<file path="config.mk">
export PLATFORM = sky130hd
export DESIGN_NAME = rc_channel_frame_encoder
export DESIGN_NICKNAME = d
export VERILOG_FILES = /design/src/sv/rcfe_pkg.sv /design/src/sv/rcfe_front.sv /design/src/sv/rcfe_cmd_queue.sv /design/src/sv/rcfe_back.sv /design/src/sv/rc_channel_frame_encoder.sv
export SDC_FILE = /design/constraint.sdc
export NUM_CORES = 1
export LEC_CHECK = 0
export ABC_AREA = 0
export CORE_UTILIZATION = 40
export DETAILED_ROUTE_END_ITERATION = 8
export DONT_BUFFER_PORTS = 1
export SETUP_SLACK_MARGIN = 0.4
export SYNTH_ARGS = -nofsm -noshare
export SYNTH_HDL_FRONTEND = slang
export SYNTH_SLANG_ARGS = --single-unit
</file>
<file path="constraint.sdc">
create_clock -name clk -period 8.5 [get_ports clk]
set_input_delay 1.275 -clock clk [delete_from_list [all_inputs] [get_ports clk]]
set_output_delay 1.275 -clock clk [all_outputs]
set_load 0.05 [all_outputs]
</file>
<file path="src/sv/rcfe_pkg.sv">
// rcfe_pkg: shared constants, command word type and CRC-8 helper for the
// RC channel frame encoder. No dependencies.
`default_nettype none

package rcfe_pkg;

    localparam logic [7:0]  FRAME_SYNC   = 8'hC8;
    localparam logic [7:0]  FRAME_LEN    = 8'd24;
    localparam logic [7:0]  TYPE_BYTE    = 8'h16;
    localparam logic [7:0]  CRC_POLY     = 8'hD5;

    localparam logic [11:0] US_MIN       = 12'd988;
    localparam logic [11:0] US_MAX       = 12'd2012;
    localparam logic [11:0] US_MID       = 12'd1500;

    localparam logic [10:0] TICK_MID     = 11'd992;
    localparam logic [10:0] TICK_MIN     = 11'd172;
    localparam logic [10:0] TICK_MAX     = 11'd1811;

    // floor(m / 5) == (m * 3277) >> 14 for every m up to 4096
    localparam logic [11:0] RECIP_DIV5   = 12'd3277;
    localparam int          RECIP_SHIFT  = 14;

    localparam logic [3:0]  LAST_CHANNEL = 4'd15;

    localparam int          CMD_QUEUE_DEPTH = 4;

    // Front-to-back command: payload bytes of one channel plus framing flags
    typedef struct packed {
        logic [7:0] byte0;
        logic [7:0] byte1;
        logic       two;
        logic       first;
        logic       last;
    } cmd_t;

    function automatic logic [7:0] crc_feed(input logic [7:0] crc, input logic [7:0] data);
        logic [7:0] c;
        c = crc ^ data;
        for (int b = 0; b < 8; b++)
        begin
            if (c[7])
                c = {c[6:0], 1'b0} ^ CRC_POLY;
            else
                c = {c[6:0], 1'b0};
        end
        return c;
    endfunction

    localparam logic [7:0]  CRC_AFTER_TYPE = crc_feed(8'h00, TYPE_BYTE);

endpackage

`default_nettype wire

</file>
<file path="src/sv/rcfe_front.sv">
// rcfe_front: accepts pulse widths, converts them to 11-bit ticks in two
// stages and packs them into payload bytes. Depends on rcfe_pkg.
`default_nettype none

module rcfe_front (
    input  wire logic          clk,
    input  wire logic          rst_n,
    input  wire logic [11:0]   pulse_us,
    input  wire logic          push,
    output logic               full,
    output rcfe_pkg::cmd_t     cmd,
    output logic               cmd_push,
    input  wire logic          cmd_full
);
    import rcfe_pkg::*;

    logic [11:0] us_clamped;
    logic        below_mid;
    logic [9:0]  mag;
    logic [12:0] mag_x8;

    logic        a_valid_reg, a_valid_next;
    logic [24:0] prod_reg;
    logic        neg_reg;

    logic [9:0]  quot;
    logic [10:0] ticks_raw;
    logic [10:0] ticks;
    logic [17:0] pk;
    logic        two;
    logic        a_load;
    logic        b_go;

    logic [3:0]  pos_reg, pos_next;
    logic [6:0]  res_bits_reg, res_bits_next;
    logic [2:0]  res_cnt_reg, res_cnt_next;

    // stage A: clamp, distance from center, scaled by 8/5 through reciprocal
    always_comb
    begin
        if (pulse_us < US_MIN)
            us_clamped = US_MIN;
        else if (pulse_us > US_MAX)
            us_clamped = US_MAX;
        else
            us_clamped = pulse_us;
        below_mid = us_clamped < US_MID;
        if (below_mid)
            mag = 10'(US_MID - us_clamped);
        else
            mag = 10'(us_clamped - US_MID);
        mag_x8 = {mag, 3'b000};
    end

    assign a_load   = push && !full;
    assign b_go     = a_valid_reg && !cmd_full;
    assign full     = a_valid_reg && cmd_full;
    assign cmd_push = b_go;

    always_comb
    begin
        a_valid_next = a_valid_reg;
        if (a_load)
            a_valid_next = 1'b1;
        else if (b_go)
            a_valid_next = 1'b0;
    end

    always_ff @(posedge clk)
    begin
        if (a_load)
        begin
            prod_reg <= 25'(mag_x8) * 25'(RECIP_DIV5);
            neg_reg  <= below_mid;
        end
    end

    // stage B: ticks, clamp, LSB-first packing
    always_comb
    begin
        quot = prod_reg[RECIP_SHIFT +: 10];
        if (neg_reg)
            ticks_raw = TICK_MID - 11'(quot);
        else
            ticks_raw = TICK_MID + 11'(quot);
        if (ticks_raw < TICK_MIN)
            ticks = TICK_MIN;
        else if (ticks_raw > TICK_MAX)
            ticks = TICK_MAX;
        else
            ticks = ticks_raw;

        pk  = {11'b0, res_bits_reg} | ({7'b0, ticks} << res_cnt_reg);
        two = res_cnt_reg >= 3'd5;

        cmd.byte0 = pk[7:0];
        cmd.byte1 = pk[15:8];
        cmd.two   = two;
        cmd.first = pos_reg == 4'd0;
        cmd.last  = pos_reg == LAST_CHANNEL;

        pos_next      = pos_reg;
        res_bits_next = res_bits_reg;
        res_cnt_next  = res_cnt_reg;
        if (b_go)
        begin
            if (pos_reg == LAST_CHANNEL)
            begin
                pos_next      = 4'd0;
                res_bits_next = 7'd0;
                res_cnt_next  = 3'd0;
            end
            else
            begin
                pos_next = pos_reg + 4'd1;
                if (two)
                begin
                    res_bits_next = {5'b0, pk[17:16]};
                    res_cnt_next  = res_cnt_reg - 3'd5;
                end
                else
                begin
                    res_bits_next = pk[14:8];
                    res_cnt_next  = res_cnt_reg + 3'd3;
                end
            end
        end
    end

    always_ff @(posedge clk or negedge rst_n)
    begin
        if (!rst_n)
        begin
            a_valid_reg  <= 1'b0;
            pos_reg      <= 4'd0;
            res_bits_reg <= 7'd0;
            res_cnt_reg  <= 3'd0;
        end
        else
        begin
            a_valid_reg  <= a_valid_next;
            pos_reg      <= pos_next;
            res_bits_reg <= res_bits_next;
            res_cnt_reg  <= res_cnt_next;
        end
    end

endmodule

`default_nettype wire

</file>
<file path="src/sv/rcfe_cmd_queue.sv">
// rcfe_cmd_queue: short register queue of command words between front and
// back. Depends on rcfe_pkg.
`default_nettype none

module rcfe_cmd_queue #(
    parameter int DEPTH = rcfe_pkg::CMD_QUEUE_DEPTH
) (
    input  wire logic          clk,
    input  wire logic          rst_n,
    input  wire logic          wr_en,
    input  wire rcfe_pkg::cmd_t wr_data,
    output logic               full,
    input  wire logic          rd_en,
    output rcfe_pkg::cmd_t     rd_data,
    output logic               valid
);
    import rcfe_pkg::*;

    localparam int PTR_W = (DEPTH > 1) ? $clog2(DEPTH) : 1;
    localparam int CNT_W = $clog2(DEPTH + 1);

    cmd_t             mem_reg [DEPTH];
    logic [PTR_W-1:0] wr_ptr_reg, wr_ptr_next;
    logic [PTR_W-1:0] rd_ptr_reg, rd_ptr_next;
    logic [CNT_W-1:0] count_reg, count_next;
    logic             do_wr;
    logic             do_rd;

    assign full    = count_reg == CNT_W'(DEPTH);
    assign valid   = count_reg != '0;
    assign do_wr   = wr_en && !full;
    assign do_rd   = rd_en && valid;
    assign rd_data = mem_reg[rd_ptr_reg];

    always_comb
    begin
        wr_ptr_next = wr_ptr_reg;
        rd_ptr_next = rd_ptr_reg;
        count_next  = count_reg;
        if (do_wr)
            wr_ptr_next = (wr_ptr_reg == PTR_W'(DEPTH - 1)) ? '0 : wr_ptr_reg + 1'b1;
        if (do_rd)
            rd_ptr_next = (rd_ptr_reg == PTR_W'(DEPTH - 1)) ? '0 : rd_ptr_reg + 1'b1;
        if (do_wr && !do_rd)
            count_next = count_reg + 1'b1;
        else if (do_rd && !do_wr)
            count_next = count_reg - 1'b1;
    end

    always_ff @(posedge clk)
    begin
        if (do_wr)
            mem_reg[wr_ptr_reg] <= wr_data;
    end

    always_ff @(posedge clk or negedge rst_n)
    begin
        if (!rst_n)
        begin
            wr_ptr_reg <= '0;
            rd_ptr_reg <= '0;
            count_reg  <= '0;
        end
        else
        begin
            wr_ptr_reg <= wr_ptr_next;
            rd_ptr_reg <= rd_ptr_next;
            count_reg  <= count_next;
        end
    end

endmodule

`default_nettype wire

</file>
<file path="src/sv/rcfe_back.sv">
// rcfe_back: walks each command out one frame byte per unstalled cycle (header,
// payload, CRC), keeps the running CRC, holds the output word. Depends on rcfe_pkg.
`default_nettype none

module rcfe_back (
    input  wire logic          clk,
    input  wire logic          rst_n,
    input  wire rcfe_pkg::cmd_t cmd,
    input  wire logic          cmd_valid,
    output logic               cmd_pop,
    output logic [7:0]         frame_byte,
    output logic               last_in_run,
    output logic               end_of_frame,
    output logic               empty,
    input  wire logic          pop
);
    import rcfe_pkg::*;

    logic [2:0] step_reg, step_next;
    logic [7:0] crc_reg, crc_next;
    logic       out_valid_reg, out_valid_next;
    logic [7:0] frame_byte_reg;
    logic       last_reg;
    logic       eof_reg;

    logic [2:0] hdr_len;
    logic [2:0] pay_len;
    logic [2:0] total;
    logic [2:0] pidx;
    logic [7:0] cur_byte;
    logic       cur_eof;
    logic       cur_last;
    logic       is_type;
    logic       is_pay;
    logic       emit;

    always_comb
    begin
        hdr_len  = cmd.first ? 3'd3 : 3'd0;
        pay_len  = cmd.two ? 3'd2 : 3'd1;
        total    = hdr_len + pay_len + {2'b0, cmd.last};
        pidx     = step_reg - hdr_len;
        cur_last = step_reg == total - 3'd1;
        is_type  = 1'b0;
        is_pay   = 1'b0;
        cur_eof  = 1'b0;
        if (cmd.first && step_reg < 3'd3)
        begin
            case (step_reg)
                3'd0:    cur_byte = FRAME_SYNC;
                3'd1:    cur_byte = FRAME_LEN;
                default:
                begin
                    cur_byte = TYPE_BYTE;
                    is_type  = 1'b1;
                end
            endcase
        end
        else if (pidx < pay_len)
        begin
            cur_byte = pidx[0] ? cmd.byte1 : cmd.byte0;
            is_pay   = 1'b1;
        end
        else
        begin
            cur_byte = crc_reg;
            cur_eof  = 1'b1;
        end
    end

    assign emit    = cmd_valid && (!out_valid_reg || pop);
    assign cmd_pop = emit && cur_last;

    always_comb
    begin
        step_next      = step_reg;
        crc_next       = crc_reg;
        out_valid_next = out_valid_reg;
        if (pop)
            out_valid_next = 1'b0;
        if (emit)
        begin
            out_valid_next = 1'b1;
            step_next      = cur_last ? 3'd0 : step_reg + 3'd1;
            if (is_type)
                crc_next = CRC_AFTER_TYPE;
            else if (is_pay)
                crc_next = crc_feed(crc_reg, cur_byte);
        end
    end

    always_ff @(posedge clk)
    begin
        if (emit)
        begin
            frame_byte_reg <= cur_byte;
            last_reg       <= cur_last;
            eof_reg        <= cur_eof;
        end
    end

    always_ff @(posedge clk or negedge rst_n)
    begin
        if (!rst_n)
        begin
            step_reg      <= 3'd0;
            crc_reg       <= 8'd0;
            out_valid_reg <= 1'b0;
        end
        else
        begin
            step_reg      <= step_next;
            crc_reg       <= crc_next;
            out_valid_reg <= out_valid_next;
        end
    end

    assign frame_byte   = frame_byte_reg;
    assign last_in_run  = last_reg;
    assign end_of_frame = eof_reg;
    assign empty        = !out_valid_reg;

    a_eof_closes_run: assert property (@(posedge clk) disable iff (!rst_n)
        out_valid_reg && eof_reg |-> last_reg)
        else $error("CRC word not marked last of its run");

    a_step_bound: assert property (@(posedge clk) disable iff (!rst_n)
        step_reg <= 3'd5)
        else $error("byte step beyond longest command");

    a_pop_needs_cmd: assert property (@(posedge clk) disable iff (!rst_n)
        cmd_pop |-> cmd_valid)
        else $error("command released while queue empty");

    a_idle_step: assert property (@(posedge clk) disable iff (!rst_n)
        cmd_pop |=> step_reg == 3'd0)
        else $error("step not rewound after command");

endmodule

`default_nettype wire

</file>
<file path="src/sv/rc_channel_frame_encoder.sv">
// Channel  | Handshake              | Words
// ---------+------------------------+---------------------------------------------
// input    | push / full            | pulse_us[11:0]
// result   | empty / pop            | frame_byte[7:0], last_in_run, end_of_frame
//
// Front takes one pulse per cycle unless full (two-stage tick conversion) into a
// command queue. Back emits one frame byte per cycle unless pop stalls: 26 bytes per
// 16 channels. A pulse passes stage A, the queue and the back's output register.
// Reset clears the frame position, residual bits, CRC and all queues.
// A stalled pop backs up through the back, the command queue and then asserts full.
// rc_channel_frame_encoder: top level. Depends on rcfe_pkg, rcfe_front,
// rcfe_cmd_queue and rcfe_back.
`default_nettype none

module rc_channel_frame_encoder #(
    parameter int QUEUE_DEPTH = rcfe_pkg::CMD_QUEUE_DEPTH
) (
    input  wire logic        clk,
    input  wire logic        rst_n,
    input  wire logic [11:0] pulse_us,
    input  wire logic        push,
    output logic             full,
    output logic [7:0]       frame_byte,
    output logic             last_in_run,
    output logic             end_of_frame,
    output logic             empty,
    input  wire logic        pop
);
    import rcfe_pkg::*;

    cmd_t front_cmd;
    cmd_t queue_cmd;
    logic front_push;
    logic queue_full;
    logic queue_valid;
    logic back_pop;

    rcfe_front u_front (
        .clk      (clk),
        .rst_n    (rst_n),
        .pulse_us (pulse_us),
        .push     (push),
        .full     (full),
        .cmd      (front_cmd),
        .cmd_push (front_push),
        .cmd_full (queue_full)
    );

    rcfe_cmd_queue #(
        .DEPTH (QUEUE_DEPTH)
    ) u_queue (
        .clk     (clk),
        .rst_n   (rst_n),
        .wr_en   (front_push),
        .wr_data (front_cmd),
        .full    (queue_full),
        .rd_en   (back_pop),
        .rd_data (queue_cmd),
        .valid   (queue_valid)
    );

    rcfe_back u_back (
        .clk          (clk),
        .rst_n        (rst_n),
        .cmd          (queue_cmd),
        .cmd_valid    (queue_valid),
        .cmd_pop      (back_pop),
        .frame_byte   (frame_byte),
        .last_in_run  (last_in_run),
        .end_of_frame (end_of_frame),
        .empty        (empty),
        .pop          (pop)
    );

endmodule

`default_nettype wire
</file>
==> run summary, run 1 <==
Core box area = 22,600 sq um
Wire per inst = 16.2 microns
Drt drc = 0
Crit-path max cell delay = 530 ps
Peak fanout along the critical path = 17
Async SR Flop Fraction = 26.0%
Drt initial violations = 328
Most frequent cells after synthesis = inv_1, edfxtp_1, ha_1
Setup crit end kind = flip-flop
Vias in the first global route = 6,100
I/O Pins = 28
Fill count = 2,125
Drt pass-1 iters = 5
Largest net degree at the start of global routing = 35
RSZ-0062 raised after global routing = no
TNS Setup = 0 ps
Worst Hold Class = flip-flop to flip-flop
Die area = 23,600 sq um
Worst Path Required = 8670 ps
Max Freq = 129 MHz
Footprint of the multi-input gates = 4960 sq um
Met1 WL = 8140 microns
Worst slew margin = 30.8%
Total gr overflow = 0
Top_reg_cell synth = edfxtp_1
Status = finished, final reports clean
Final core utilization = 45.0%
Register area = 3760 sq um
Pins Over Slew Limit = 0
DR WL met3 = 533 microns
Cells after synthesis = 828
Root buffer cell = clkbuf_16
Via count = 6,160
Vias per cell = 5.42
Antenna Cells = 0
Max reg flops = 76
Global-route wire length before repair = 30,900 microns
Yosys top cell area share = 31.7%
CP max-delay cell = fa_1
Area growth syn-to-layout = 10.5%
Pre-CTS WS = 253 ps
Max layer used = met4
Count of final setup violators = 0
Final setup margin = 771 ps
CTS Buffer Depth = 2
Port Buffers = 0
Max-cap violations = 0
Final ANT Viol Nets = 0
Met2 wire len = 9480 microns
Most frequent cell after synthesis = inv_1
Total Nets Final = 965
CTS buffer count = 17
Cell area after layout = 10,100 sq um
Fin crit share = 90.9%
FP Rows = 55
Fin. Hold Viols = 0
Die Width = 154 microns
H-tree depth = 4
Routed WL = 18,400 microns
#FFs+latches synth = 131
CP Data Arrival Time = 7900 ps
GR Util All Layers = 16.6%
WS Path Type = input port to flip-flop
CTS tree = built
Worst setup SP type = input port
Syn Area/Cell = 11.1 sq um
GP Congestion = 0.894
Synthesized area = 9180 sq um
Post-synth EDFFs = 97
CTS clk-pin slew, worst paths = 50 ps
Clock Latency Late Sink = 410 ps
Syn Nets = 955
DIE HEIGHT = 154 microns
Synth top area cells = edfxtp_1, ha_1, dfrtp_1, fa_1, inv_1
Yosys cell types = 73
Layout cells sized above 1 = 9.05%
Synth area leader = edfxtp_1
Initial antenna violation count = 0
Synth warn = 0
Worst slew pin tran = 1040 ps
DP Wirelength = 13,900 microns
R2r setup slk = 3630 ps
Setup Skew = 6.47 ps
Initial Util = 40.7%
Clk sink count = 131
Post-DP Area = 9520 sq um
Sequential area share after synthesis = 41.0%
Minimum clock period = 7730 ps
final timing paths:
kind,start,to,cells after the start
max,pulse_us[0],u_front.prod_reg[23],29
min,u_front.res_bits_reg[5],u_front.res_bits_reg[5],2
max reg2reg,u_queue.rd_ptr_reg[0],u_back.crc_reg[6],14
min reg2reg,u_front.res_bits_reg[5],u_front.res_bits_reg[5],2
max in group asynchronous,rst_n,u_front.res_bits_reg[1],0
min in group asynchronous,rst_n,u_queue.count_reg[0],0
cell families after synthesis:
| logic type | share of synthesized area, % |
|---|---|
| simple gates | 10.5 |
| compound gates | 12.9 |
| flops | 41.0 |
| buf+inv | 5.18 |
| fa+ha+maj | 17.5 |
| xor+xnor | 5.18 |
| mux | 7.77 |
timing repair:
action,CTS,global route
resized for setup,0,2
setup endpoints to repair,0,2
hold buffers,0,0
setup buffers,0,2
layout make-up:
| cell class | instances | area share, % |
|---|---|---|
| sequential | 131 | 37.1 |
| tap | 285 | 3.51 |
| clock inverter | 10 | 1.55 |
| timing repair buffer | 12 | 0.888 |
| multi-input combinational | 576 | 48.9 |
| clock buffer | 22 | 4.38 |
| inverter | 100 | 3.70 |
cells in the final DEF, fill, tap and decap left out, types with 17 or more instances in the layout:
master,count
inv_1,98
edfxtp_1,97
ha_1,82
nand2_1,60
o21ai_0,48
nor2_1,46
xnor2_1,35
dfrtp_1,34
a21oi_1,33
fa_1,29
nor3_1,17
clkbuf_16,17
worst max-delay path, delay by kind of cell:
| kind | cells | cell delay, ps |
|---|---|---|
| AOI/OAI and AO/OA | 8 | 1900 |
| adders and majority gates | 7 | 2650 |
| and+or+nand+nor | 8 | 1360 |
| xor gates and xnor gates | 1 | 140 |
| buffers and inverters | 5 | 540 |
per-stage QoR:
stage               cells  hold WS (ps)
global route         1136           517
finish               1136           492
detailed placement   1102           474
floorplan             828           450
global placement     1102           467
CTS                  1134           494
metal layers:
layer,track usage [%],vias to the layer above
met5,0,-
met4,4.48,0
met3,2.93,23
met2,29.7,118
met1,20.5,2981
li1,-,3038
Power of run 1 is left out: the tool's default activity adds up to more than one toggle a clock period on the data nets, which glitch-free logic cannot reach.
==> inputs of run 2 (changes only) <==
Settings changed: CORE_UTILIZATION 40 to 25.
==> run 2 against run 1 <==
  * Flip-flop and latch count unchanged
  * Register-to-register slack worse by 130 ps
  * Wire length down 0.10%
  * Largest cell class unchanged
  * Final cell count up 15%
  * Core utilization down 16 points
  * Critical path type unchanged
  * Global-route usage down 6.2 points
  * Highest routed layer unchanged
  * Hold slack worse by 6.9 ps
==> run summary, run 2 (synthesis gave the netlist of run 1 again) <==
Root buffer cell = clkbuf_16
Max layer used = met4
Footprint of the multi-input gates = 4960 sq um
Met2 wire len = 9300 microns
RSZ-0062 raised after global routing = no
CP max-delay cell = fa_1
Fill count = 3,615
Peak fanout along the critical path = 17
Fin crit share = 89.2%
I/O Pins = 28
Worst slew margin = 28.4%
Antenna Cells = 0
Worst slew pin tran = 1070 ps
Max Freq = 132 MHz
Via count = 6,111
Clock Latency Late Sink = 420 ps
Crit-path max cell delay = 550 ps
Setup crit end kind = flip-flop
Setup Skew = 8.54 ps
Drt pass-1 iters = 5
FP Rows = 69
Max reg flops = 76
GR Util All Layers = 10.4%
Die area = 37,500 sq um
Drt initial violations = 308
Area growth syn-to-layout = 12.4%
TNS Setup = 0 ps
Pins Over Slew Limit = 0
H-tree depth = 4
Port Buffers = 0
GP Congestion = 0.871
WS Path Type = input port to flip-flop
Total Nets Final = 961
CTS Buffer Depth = 2
Commonest cells after routing, fill and taps aside = inv_1, edfxtp_1, ha_1, nand2_1, o21ai_0
Worst setup SP type = input port
Worst Hold Class = flip-flop to flip-flop
Most Frequent Cell on Critical Path = inv_1
Layout cells sized above 1 = 8.97%
Vias per cell = 4.67
Register area = 3760 sq um
Clk sink count = 131
Vias in the first global route = 6,436
Drt drc = 0
CP Data Arrival Time = 7760 ps
Die Width = 194 microns
Count of final setup violators = 0
CTS buffer count = 17
CTS tree = built
Status = finished, final reports clean
CTS clk-pin slew, worst paths = 60 ps
Met1 WL = 8330 microns
Wire per inst = 14.1 microns
Initial Util = 25.6%
DP Wirelength = 13,900 microns
Final ANT Viol Nets = 0
Initial antenna violation count = 0
Total gr overflow = 0
Core box area = 35,800 sq um
DR WL met3 = 534 microns
DIE HEIGHT = 194 microns
Routed WL = 18,400 microns
Global-route wire length before repair = 31,900 microns
Max-cap violations = 0
Commonest non-fill, non-tap cell in the layout = inv_1
Worst Path Required = 8680 ps
Largest net degree at the start of global routing = 35
Fin. Hold Viols = 0
Minimum clock period = 7580 ps
-- run 2: cell count changes in the layout (fill, tap and decap cells not counted), moves of 2 or more --
cell        before  now
inv_6            0    3
clkinvlp_4       0    3
buf_4           12    8
clkbuf_1         5    2
bufinv_16        4    2
clkinv_2         4    1
-- run 2: area by class of cell --
class	instances	share of cell area (%)
clock buffer	19	4.19
multi-input combinational	576	48.1
tap	461	5.59
clock inverter	13	1.47
sequential	131	36.5
inverter	100	3.64
timing repair buffer	8	0.582
-- run 2: critical path, delay by kind of cell --
kind | cells | cell delay, ps
fa+ha+maj | 7 | 2700
simple gates | 7 | 1200
compound gates | 9 | 1670
buf+inv | 8 | 710
xor+xnor | 1 | 210
-- run 2: worst paths after layout --
kind	startpoint	end	slack (ps)	depth (start not counted)
setup / recovery	pulse_us[0]	u_front.prod_reg[23]	920	32
hold / removal	u_front.res_bits_reg[3]	u_front.res_bits_reg[3]	490	2
setup reg to reg	u_queue.rd_ptr_reg[1]	u_back.crc_reg[6]	3500	13
hold reg to reg	u_front.res_bits_reg[3]	u_front.res_bits_reg[3]	490	2
max in group asynchronous	rst_n	u_front.res_cnt_reg[1]	7870	0
min in group asynchronous	rst_n	u_back.crc_reg[3]	550	0
-- run 2: per-stage QoR --
step                      hold WS [ps]  worst slack [ps]  utilization, %  area, sq um  cells
after floorplan                    450               469               -         9180    828
after global placement             472               383            27.1         9700   1274
after detailed placement           474               229            27.1         9700   1274
after CTS                          489               661            28.7        10300   1306
after global routing               522               441            28.8        10300   1308
final                              485               918            28.8        10300   1308
-- run 2: what timing repair did --
action / 4_1_cts / 5_1_grt
buffers inserted: 0 / 2
hold buffers: 0 / 0
gates resized for setup: 0 / 4
setup endpoints to repair: 0 / 6
-- run 2: per-layer routing --
| metal | vias to the layer above | GRT usage (%) |
|---|---|---|
| met5 | - | 0 |
| met4 | 0 | 2.93 |
| met3 | 21 | 2.21 |
| met2 | 92 | 18.7 |
| met1 | 2967 | 12.3 |
| li1 | 3031 | - |
Power of run 2 is left out for the same reason.
